--- config.mk ---
export PLATFORM = sky130hd
export DESIGN_NAME = flash_erase_range_sequencer_unit
export DESIGN_NICKNAME = d
export VERILOG_FILES = /design/src/rtl/fers_pkg.sv /design/src/rtl/fers_cfg.sv /design/src/rtl/fers_step.sv /design/src/rtl/flash_erase_range_sequencer_unit.sv
export SDC_FILE = /design/constraint.sdc
export NUM_CORES = 1
export LEC_CHECK = 0
export BUFFER_PORTS_ARGS = -buffer_cell sky130_fd_sc_hd__buf_2
export CORE_MARGIN = 1
export CORE_UTILIZATION = 30
export CTS_CLUSTER_DIAMETER = 150
export DETAILED_ROUTE_END_ITERATION = 10
export SYNTH_ARGS = -nofsm -noshare
export SYNTH_HDL_FRONTEND = slang
export SYNTH_HIERARCHICAL = 1
export SYNTH_SLANG_ARGS = --single-unit
--- constraint.sdc ---
create_clock -name clk -period 9.2 [get_ports clk]
set_clock_uncertainty 0.05 [all_clocks]
set_input_delay 0.46 -clock clk [delete_from_list [all_inputs] [get_ports clk]]
set_output_delay 0.46 -clock clk [all_outputs]
set_load 0.02 [all_outputs]
--- src/rtl/fers_pkg.sv ---
// Package: types, codes and constants of the flash erase range sequencer.
`default_nettype none
package fers_pkg;

  localparam int AW = 24;
  localparam int LW = 25;
  localparam int IDXW = 3;

  localparam logic [1:0] CMD_START    = 2'd0;
  localparam logic [1:0] CMD_FINISHED = 2'd1;
  localparam logic [1:0] CMD_CANCEL   = 2'd2;

  localparam logic [1:0] ST_OK          = 2'd0;
  localparam logic [1:0] ST_INVALID     = 2'd1;
  localparam logic [1:0] ST_IO_ERROR    = 2'd2;
  localparam logic [1:0] ST_INTERRUPTED = 2'd3;

  localparam logic [1:0] PH_HEAD   = 2'd0;
  localparam logic [1:0] PH_MIDDLE = 2'd1;
  localparam logic [1:0] PH_TAIL   = 2'd2;
  localparam logic [1:0] PH_CHIP   = 2'd3;

  localparam logic [IDXW-1:0] REG_SECTOR_SIZE_LOG2    = 3'd0;
  localparam logic [IDXW-1:0] REG_SMALL_SECTORS_EN    = 3'd1;
  localparam logic [IDXW-1:0] REG_CHIP_SIZE           = 3'd2;
  localparam logic [IDXW-1:0] REG_SECTOR_ERASE_OPCODE = 3'd3;
  localparam logic [IDXW-1:0] REG_SMALL_ERASE_OPCODE  = 3'd4;
  localparam logic [IDXW-1:0] REG_CHIP_ERASE_OPCODE   = 3'd5;

  typedef struct packed {
    logic [1:0]    command;
    logic [AW-1:0] start_address;
    logic [LW-1:0] length;
    logic          step_failed;
  } in_item_t;

  typedef struct packed {
    logic          issue_erase;
    logic [7:0]    opcode;
    logic          with_address;
    logic [AW-1:0] erase_address;
    logic [1:0]    status;
    logic          done_res;
  } out_item_t;

  typedef struct packed {
    logic [4:0]    sector_size_log2;
    logic          small_sectors_enable;
    logic [LW-1:0] chip_size;
    logic [7:0]    sector_erase_opcode;
    logic [7:0]    small_erase_opcode;
    logic [7:0]    chip_erase_opcode;
  } cfg_t;

  typedef struct packed {
    logic          active;
    logic [1:0]    phase;
    logic [AW-1:0] next_address;
    logic [LW-1:0] remaining;
  } state_t;

endpackage
`default_nettype wire

--- src/rtl/fers_cfg.sv ---
// Configuration register file of the flash erase range sequencer.
`default_nettype none
module fers_cfg import fers_pkg::*; (
  input  wire logic            clk,
  input  wire logic            rst,
  input  wire logic            cfg_write,
  input  wire logic [IDXW-1:0] cfg_index,
  input  wire logic [LW-1:0]   cfg_data,
  output cfg_t                 cfg
);

  always_ff @(posedge clk) begin
    if (rst) begin
      cfg.sector_size_log2     <= 5'd16;
      cfg.small_sectors_enable <= 1'b1;
      cfg.chip_size            <= 25'd4194304;
      cfg.sector_erase_opcode  <= 8'd216;
      cfg.small_erase_opcode   <= 8'd32;
      cfg.chip_erase_opcode    <= 8'd199;
    end else if (cfg_write) begin
      unique case (cfg_index)
        REG_SECTOR_SIZE_LOG2:    cfg.sector_size_log2     <= cfg_data[4:0];
        REG_SMALL_SECTORS_EN:    cfg.small_sectors_enable <= cfg_data[0];
        REG_CHIP_SIZE:           cfg.chip_size            <= cfg_data;
        REG_SECTOR_ERASE_OPCODE: cfg.sector_erase_opcode  <= cfg_data[7:0];
        REG_SMALL_ERASE_OPCODE:  cfg.small_erase_opcode   <= cfg_data[7:0];
        REG_CHIP_ERASE_OPCODE:   cfg.chip_erase_opcode    <= cfg_data[7:0];
        default: ;
      endcase
    end
  end

endmodule
`default_nettype wire

--- src/rtl/fers_step.sv ---
// Next-state and result logic for one command of the erase sequencer.
`default_nettype none
module fers_step import fers_pkg::*; #(
  parameter int ADDR_BITS         = 24,
  parameter int SMALL_SECTOR_LOG2 = 12
) (
  input  wire cfg_t     cfg,
  input  wire state_t   state,
  input  wire in_item_t item,
  output logic      res_valid,
  output out_item_t res,
  output state_t    state_next
);

  localparam logic [AW-1:0] ADDR_MASK  = AW'((64'd1 << ADDR_BITS) - 64'd1);
  localparam logic [LW-1:0] SMALL_SIZE = LW'(64'd1 << SMALL_SECTOR_LOG2);

  localparam out_item_t RES_NONE = '{issue_erase: 1'b0, opcode: 8'd0, with_address: 1'b0,
                                     erase_address: '0, status: ST_OK, done_res: 1'b0};

  logic [4:0]    lg;
  logic [LW-1:0] big_size;
  logic [LW-1:0] big_mask;
  logic [LW-1:0] unit;
  logic          start_mode;
  logic [1:0]    adv_phase;
  logic [AW-1:0] adv_addr;
  logic [LW-1:0] adv_rem;
  out_item_t     adv_res;
  state_t        adv_state;
  state_t        idle_state;

  always_comb begin
    if (cfg.sector_size_log2 < 5'(SMALL_SECTOR_LOG2)) begin
      lg = 5'(SMALL_SECTOR_LOG2);
    end else if (cfg.sector_size_log2 > 5'(ADDR_BITS)) begin
      lg = 5'(ADDR_BITS);
    end else begin
      lg = cfg.sector_size_log2;
    end
  end

  assign big_size = LW'(1) << lg;
  assign big_mask = big_size - LW'(1);
  assign unit     = cfg.small_sectors_enable ? SMALL_SIZE : big_size;

  // start seeds the walk from the request, otherwise continue from state
  assign start_mode = (item.command == CMD_START);
  assign adv_phase  = start_mode ? PH_HEAD : state.phase;
  assign adv_addr   = start_mode ? (item.start_address & ADDR_MASK) : state.next_address;
  assign adv_rem    = start_mode ? item.length : state.remaining;

  always_comb begin
    idle_state              = state;
    idle_state.active       = 1'b0;
    idle_state.phase        = PH_HEAD;
    idle_state.remaining    = '0;
  end

  always_comb begin
    logic [LW-1:0] size;
    logic [7:0]    op;
    logic [1:0]    ph;
    ph   = adv_phase;
    size = big_size;
    op   = cfg.sector_erase_opcode;
    if (cfg.small_sectors_enable) begin
      if (adv_phase == PH_HEAD && (adv_addr & big_mask[AW-1:0]) != '0) begin
        size = SMALL_SIZE;
        op   = cfg.small_erase_opcode;
      end else begin
        if (ph == PH_HEAD) ph = PH_MIDDLE;
        if (ph == PH_MIDDLE && adv_rem >= big_size) begin
          size = big_size;
          op   = cfg.sector_erase_opcode;
        end else begin
          ph   = PH_TAIL;
          size = SMALL_SIZE;
          op   = cfg.small_erase_opcode;
        end
      end
    end
    if (adv_rem == '0) begin
      adv_res                        = RES_NONE;
      adv_res.status                 = ST_OK;
      adv_res.done_res               = 1'b1;
      adv_state                      = idle_state;
      adv_state.next_address         = adv_addr;
    end else begin
      adv_res                        = RES_NONE;
      adv_res.issue_erase            = 1'b1;
      adv_res.opcode                 = op;
      adv_res.with_address           = 1'b1;
      adv_res.erase_address          = adv_addr;
      adv_state.active               = 1'b1;
      adv_state.phase                = ph;
      adv_state.next_address         = (adv_addr + size[AW-1:0]) & ADDR_MASK;
      adv_state.remaining            = (adv_rem > size) ? (adv_rem - size) : '0;
    end
  end

  always_comb begin
    res_valid  = 1'b0;
    res        = RES_NONE;
    state_next = state;
    unique case (item.command)
      CMD_START: begin
        if (!state.active) begin
          res_valid = 1'b1;
          if ((item.length & (unit - LW'(1))) != '0) begin
            res.status   = ST_INVALID;
            res.done_res = 1'b1;
          end else if (item.length == cfg.chip_size) begin
            res.issue_erase         = 1'b1;
            res.opcode              = cfg.chip_erase_opcode;
            state_next.active       = 1'b1;
            state_next.phase        = PH_CHIP;
            state_next.next_address = '0;
            state_next.remaining    = '0;
          end else begin
            res        = adv_res;
            state_next = adv_state;
          end
        end
      end
      CMD_FINISHED: begin
        if (state.active) begin
          res_valid = 1'b1;
          if (item.step_failed) begin
            res.status   = ST_IO_ERROR;
            res.done_res = 1'b1;
            state_next   = idle_state;
          end else begin
            res        = adv_res;
            state_next = adv_state;
          end
        end
      end
      CMD_CANCEL: begin
        if (state.active) begin
          res_valid    = 1'b1;
          res.status   = ST_INTERRUPTED;
          res.done_res = 1'b1;
          state_next   = idle_state;
        end
      end
      default: ;
    endcase
  end

endmodule
`default_nettype wire

--- src/rtl/flash_erase_range_sequencer_unit.sv ---
// Latency: a result is valid in the cycle after the transfer of the command that causes it.
// Throughput: one command per cycle while the single result register is empty or being taken.
// The command path is one pass of address/length logic from the sequencer state registers.
// Reset (synchronous, rst high): sequencer idle, result register empty,
// configuration registers back to their reset values.
`default_nettype none
module flash_erase_range_sequencer_unit import fers_pkg::*; #(
  parameter int ADDR_BITS         = 24,
  parameter int SMALL_SECTOR_LOG2 = 12
) (
  input  wire logic            clk,
  input  wire logic            rst,
  input  wire logic            in_valid,
  output logic                 in_ready,
  input  wire in_item_t        in_data,
  output logic                 out_valid,
  input  wire logic            out_ready,
  output out_item_t            out_data,
  input  wire logic            cfg_write,
  input  wire logic [IDXW-1:0] cfg_index,
  input  wire logic [LW-1:0]   cfg_data
);

  cfg_t      cfg;
  state_t    state;
  state_t    state_next;
  logic      res_valid;
  out_item_t res;
  logic      in_xfer;

  fers_cfg u_cfg (
    .clk       (clk),
    .rst       (rst),
    .cfg_write (cfg_write),
    .cfg_index (cfg_index),
    .cfg_data  (cfg_data),
    .cfg       (cfg)
  );

  fers_step #(
    .ADDR_BITS         (ADDR_BITS),
    .SMALL_SECTOR_LOG2 (SMALL_SECTOR_LOG2)
  ) u_step (
    .cfg        (cfg),
    .state      (state),
    .item       (in_data),
    .res_valid  (res_valid),
    .res        (res),
    .state_next (state_next)
  );

  assign in_ready = !out_valid || out_ready;
  assign in_xfer  = in_valid && in_ready;

  always_ff @(posedge clk) begin
    if (rst) begin
      state     <= '0;
      out_valid <= 1'b0;
    end else begin
      if (in_xfer) state <= state_next;
      if (in_xfer && res_valid) begin
        out_valid <= 1'b1;
      end else if (out_ready) begin
        out_valid <= 1'b0;
      end
    end
  end

  always_ff @(posedge clk) begin
    if (in_xfer && res_valid) out_data <= res;
  end

endmodule
`default_nettype wire
==> results of run 1 <==
-- layout by cell type, fill, tap and decap left out, drive strengths merged, types with 11 or more instances in the layout --
cell type | netlist | routed
a21o | 20 | 20
a21oi | 59 | 59
a22o | 31 | 31
and3 | 21 | 21
buf | 49 | 133
clkbuf | 42 | 20
conb | 2 | 42
dfxtp | 108 | 108
edfxtp | 37 | 37
ha | 79 | 79
inv | 54 | 61
mux2 | 39 | 39
mux2i | 86 | 86
nand2 | 83 | 83
nand2b | 130 | 130
nand3 | 17 | 17
nand4 | 13 | 13
nand4b | 54 | 54
nor2 | 92 | 92
nor2b | 14 | 14
nor3 | 24 | 24
nor4 | 18 | 18
o211ai | 13 | 13
o21a | 11 | 11
o21ai | 113 | 113
xnor2 | 40 | 40
xor2 | 20 | 20
-- per-layer routing --
layer | GRT usage, % | routed length (um) | vias to the layer above
met1 | 24.91 | 17740 | 5329
li1 | - | - | 5344
met5 | 0 | 0 | -
met2 | 32.49 | 19110 | 405
met3 | 2.927 | 2429 | 65
met4 | 6.746 | 1100 | 0
-- worst min path at each step --
| stage | depth (start not counted) | slack (ns) | from | to |
|---|---|---|---|---|
| 2_1_floorplan | 2 | 0.40 | u_cfg/cfg[50] | u_cfg/cfg[50] |
| 3_3_place_gp | 2 | 0.41 | u_cfg/cfg[10] | u_cfg/cfg[10] |
| 3_5_place_dp | 2 | 0.42 | u_cfg/cfg[10] | u_cfg/cfg[10] |
| 4_1_cts | 3 | 0.20 | cfg_data[21] | u_cfg/cfg[45] |
| 5_1_grt | 3 | 0.21 | cfg_data[10] | u_cfg/cfg[34] |
| 6_report | 3 | 0.22 | cfg_data[21] | u_cfg/cfg[45] |
-- state kept, by name (all words and copies together) (netlist names) --
name and cells:
state 52, u_cfg/cfg 55, out_valid 1, out_data 37
-- critical path, delay by kind of cell (launching register included) --
kind	cells	cell delay [ns]
DFF	1	0.52
muxes	2	0.62
buffers and inverters	1	0.18
AOI/OAI and AO/OA	15	3.66
and+or+nand+nor	5	1.02
adders and majority gates	2	0.78
-- where the power goes --
part / leakage, nW / switching [mW] / internal [mW]
clock network: 0.289 / 0.303 / 0.395
registers: 1.18 / 0.00694 / 0.663
logic: 4.21 / 0.231 / 0.142
total: 5.68 / 0.541 / 1.20
-- final cells by class --
| type | count | area share (%) |
|---|---|---|
| repair buffers | 133 | 4.987 |
| multi-input cells | 1159 | 61.15 |
| well taps | 525 | 4.726 |
| flip-flops and latches | 145 | 23.55 |
| inverters | 56 | 1.512 |
| clock buffers | 20 | 3.358 |
| clock inverters | 11 | 0.7201 |
-- cells by family after synthesis --
group | after synthesis | share of synthesized area (%)
adders and majority gates | 81 | 8.322
other | 2 | 0.06076
buffers and inverters | 147 | 6.125
xor gates and xnor gates | 60 | 4.252
DFF | 145 | 26.48
muxes | 126 | 10.85
and+or+nand+nor | 512 | 23.90
AOI/OAI and AO/OA | 338 | 20.00
-- synth_stat cells (41+ instances only) --
cell | count | area share, %
nand4b_1 | 54 | 3.8
a21oi_1 | 59 | 2.4
nand2_1 | 83 | 2.5
nand2b_1 | 129 | 6.5
clkbuf_1 | 41 | 1.2
inv_1 | 51 | 1.5
ha_1 | 79 | 8.0
mux2i_1 | 84 | 6.8
dfxtp_1 | 108 | 17
o21ai_2 | 51 | 3.6
nor2_1 | 91 | 2.8
o21ai_0 | 49 | 2.0
-- per-stage QoR --
step | utilization [%] | instances | setup slack [ns] | instance area [um2]
after floorplan | - | 1451 | 2.138 | 12510
after global routing | 34.59 | 2049 | 1.958 | 13900
after CTS | 34.59 | 2049 | 2.465 | 13900
after global placement | 33.18 | 2018 | 2.164 | 13330
after detailed placement | 33.18 | 2018 | 2.016 | 13330
final | 34.59 | 2049 | 2.303 | 13900
==> impl_metrics.env, run 1 <==
export IMPL_status="finished, final reports clean"
export IMPL_synthToLayoutAreaGrowth_pct=12.46
export IMPL_cts_path_max_buffers=2
export IMPL_ys_seq_area_share_pct=26.48
export IMPL_r2r_slack_ns=2.30
export IMPL_final_nets=1678
export IMPL_rows=73
export IMPL_max_slew_margin_pct=25.07
export IMPL_maxSlewViolCount=0
export IMPL_crit_top_cell="a31oi_1"
export IMPL_dp_final_hpwl_um=29860
export IMPL_tns_ns=0
export IMPL_regArea_um2=3273
export IMPL_track_usage_pct=19.30
export IMPL_drt_drc_violations_left=0
export IMPL_syn_area_per_cell_um2=8.759
export IMPL_max_stage_delay_ns=0.58
export IMPL_cts_sinks=145
export IMPL_worst_slew_pin_slew_ns=1.124
export IMPL_vdd_drop_max_v=0.0001143
export IMPL_portBuffers=123
export IMPL_grt_pass1_wl_um=62240
export IMPL_post_cts_buffers=0
export IMPL_place_gp_congestion=0.9102
export IMPL_antenna_found_initial=0
export IMPL_yosys_cell_types_count=100
export IMPL_vias=11140
export IMPL_synthArstFlopShare_pct=0
export IMPL_finalHoldViolCount=0
export IMPL_fin_crit_sh_pct=74.97
export IMPL_cts_tree="done"
export IMPL_post_route_min_period_ns=6.897
export IMPL_cp_arrival_ns=7.23
export IMPL_hold_ws_ns=0.2224
export IMPL_fillers=4182
export IMPL_synth_edf_count=37
export IMPL_drt_initial_drc_count=956
export IMPL_die_y_um=205.0
export IMPL_clkLatencyLatePin_ns=0.45
export IMPL_holdBufCountCts=0
export IMPL_dieWidth_um=205.0
export IMPL_drive_above_1_share_pct=18.57
export IMPL_crit_path_start="u_cfg/cfg[51]"
export IMPL_wl_per_cell_um=19.71
export IMPL_multi_input_area_um2=8499
export IMPL_postRouteAntennaNets=0
export IMPL_root_buffer="clkbuf_16"
export IMPL_grt_max_degree=106
export IMPL_worstPathRequired_ns=9.53
export IMPL_cts_resized=0
export IMPL_coreArea_um2=40190
export IMPL_cp_max_fo=18
export IMPL_max_clock_freq_mhz=145.0
export IMPL_maxCapViolCount=0
export IMPL_ys_flop_type="dfxtp_1"
export IMPL_r2r_cells=25
export IMPL_clkTransAtPathRegs_ns=0.07
export IMPL_hold_class="in -> reg"
export IMPL_rsz0062_at_grt="no"
export IMPL_cts_htree_levels=4
export IMPL_cp_slowest_cell="a211oi_1"
export IMPL_endpoint="state[48]"
export IMPL_power_density_nw_per_um2=125.2
export IMPL_cts_buffers_inserted=17
export IMPL_endpoint_kind="flop"
export IMPL_ys_warn_count=6
export IMPL_critPathKind="reg -> reg"
export IMPL_start_util_pct=30.75
export IMPL_num_antenna_cells=0
export IMPL_setup_violations_final=0
export IMPL_worstReg2RegEnd="state[48]"
export IMPL_cp_start_kind="flop"
export IMPL_p_leak_nw=5.678
export IMPL_syn_instance_count=1411
export IMPL_dr_pass1_iters=5
export IMPL_via_per_inst=5.438
export IMPL_ios=124
export IMPL_fp_dieArea_um2=42010
export IMPL_total_power_mw=1.740
export IMPL_ys_ff_latch=145
export IMPL_grt_pass1_vias=10830
export IMPL_grt_overflow=0
export IMPL_syn_area_um2=12360
export IMPL_wl_um=40380
export IMPL_rr_startpoint="u_cfg/cfg[51]"
(Power assumes the default switching activity.)
==> inputs of run 2 (changes only) <==
==> constraint.sdc (replaced) <==
create_clock -name clk -period 6.8 [get_ports clk]
set_clock_uncertainty 0.05 [all_clocks]
set_input_delay 0.34 -clock clk [delete_from_list [all_inputs] [get_ports clk]]
set_output_delay 0.34 -clock clk [all_outputs]
set_load 0.02 [all_outputs]
==> run 2 against run 1 <==
Compared with the run above: global-route usage is 0.097 points lower; via count is 0.99% higher; sequential power is 35% higher; clock power up 46%; power up 40%; largest power group unchanged.
==> impl_metrics.env, run 2 (same netlist as run 1, synthesis figures left out) <==
export IMPL_status="finished, final reports clean"
export IMPL_postRouteAntennaNets=0
export IMPL_worstPathRequired_ns=7.12
export IMPL_regMostFlops="u_cfg/cfg"
export IMPL_rows=73
export IMPL_dieWidth_um=205.0
export IMPL_cts_sinks=145
export IMPL_grt_max_degree=106
export IMPL_clkLatencyLatePin_ns=0.45
export IMPL_critPathKind="in -> reg"
export IMPL_root_buffer="clkbuf_16"
export IMPL_start_util_pct=30.75
export IMPL_max_clock_freq_mhz=163.1
export IMPL_holdBufCountCts=0
export IMPL_vdd_drop_max_v=0.0001775
export IMPL_drive_above_1_share_pct=19.57
export IMPL_post_cts_buffers=0
export IMPL_drt_initial_drc_count=956
export IMPL_portBuffers=123
export IMPL_maxSlewViolCount=0
export IMPL_total_power_mw=2.436
export IMPL_post_route_min_period_ns=6.130
export IMPL_hold_ws_ns=0.09869
export IMPL_reg_largest_list="u_cfg/cfg: 55 flops, state: 52 flops, out_data: 37 flops"
export IMPL_synthToLayoutAreaGrowth_pct=13.93
export IMPL_max_slew_margin_pct=23.10
export IMPL_finalHoldViolCount=0
export IMPL_num_antenna_cells=0
export IMPL_cts_path_max_buffers=2
export IMPL_via_per_inst=5.441
export IMPL_cts_tree="done"
export IMPL_rsz0062_at_grt="no"
export IMPL_final_cell_mix="129 x nand2b_1, 122 x buf_2, 108 x dfxtp_1"
export IMPL_cp_start_kind="primary input"
export IMPL_utilization_pct=35.04
export IMPL_place_gp_congestion=0.8783
export IMPL_final_nets=1696
export IMPL_final_common_cell="nand2b_1"
export IMPL_die_y_um=205.0
export IMPL_whs_path_depth=3
export IMPL_fin_crit_sh_pct=90.15
export IMPL_setup_violations_final=0
export IMPL_ios=124
export IMPL_track_usage_pct=19.21
export IMPL_largest_reg_flops=55
export IMPL_dr_pass1_iters=5
export IMPL_coreArea_um2=40190
export IMPL_cts_htree_levels=4
export IMPL_grt_overflow=0
export IMPL_maxCapViolCount=0
export IMPL_fp_dieArea_um2=42010
export IMPL_r2r_cells=25
export IMPL_worst_slew_pin_slew_ns=1.153
export IMPL_grt_pass1_vias=10870
export IMPL_cp_slowest_cell="ha_4"
export IMPL_max_stage_delay_ns=0.57
export IMPL_grt_pass1_wl_um=62270
export IMPL_cp_max_fo=42
export IMPL_hold_class="in -> reg"
export IMPL_wl_um=40300
export IMPL_clkTransAtPathRegs_ns=0.07
export IMPL_drt_drc_violations_left=0
export IMPL_tns_ns=0
export IMPL_wl_per_cell_um=19.49
export IMPL_power_density_nw_per_um2=173.0
export IMPL_dp_final_hpwl_um=29640
export IMPL_endpoint_kind="flop"
export IMPL_cts_buffers_inserted=17
export IMPL_vias=11250
export IMPL_cp_arrival_ns=6.45
export IMPL_antenna_found_initial=0
export IMPL_p_leak_nw=5.778
export IMPL_cts_resized=0
==> run 2: metrics by stage <==
step                area, um2  setup slack [ns]  std cells
finish                  14080            0.6701       2068
global route            14080            0.2908       2068
CTS                     14080            0.7839       2068
detailed placement      13470            0.3263       2036
global placement        13470            0.5018       2036
floorplan               12510           0.01719       1451
==> run 2: area by class of cell <==
cell class                      instances  area, um2
Clock buffer                           17      425.4
Multi-Input combinational cell       1159       8499
Clock inverter                         15      187.7
Fill cell                            4187      26110
Sequential cell                       145       3273
Tap cell                              525      656.9
Inverter                               56      210.2
Timing Repair Buffer                  151      828.3
==> run 2: path summary, 6_finish.rpt <==
kind,from,to,slack (ns)
max,in_data[50],state[48],0.67
min,cfg_data[9],u_cfg/cfg[33],0.1
max reg2reg,u_cfg/cfg[52],state[3],0.69
min reg2reg,u_cfg/cfg[11],u_cfg/cfg[11],0.43
==> run 2: worst max-delay path, delay by kind of cell <==
kind            cells  cell delay, ns
simple gates        6            1.00
compound gates     12            2.59
buf+inv             2            0.23
mux                 3            1.04
fa+ha+maj           3            1.18
==> run 2: metal layers <==
layer	up-vias	global-route usage [%]	share of wire [%]	wire [um]
met5	-	0	0	0
met4	0	5.952	2.3	915
met3	61	3.023	5.7	2303
met2	396	32.46	48	19240
met1	5420	24.89	44	17840
li1	5376	-	-	-
==> run 2: where the power goes <==
part           leakage, nW  switching, mW  internal [mW]
sequential            1.18        0.00843          0.896
clock                0.300          0.459          0.560
combinational         4.30          0.311          0.201
total                 5.78          0.778           1.66
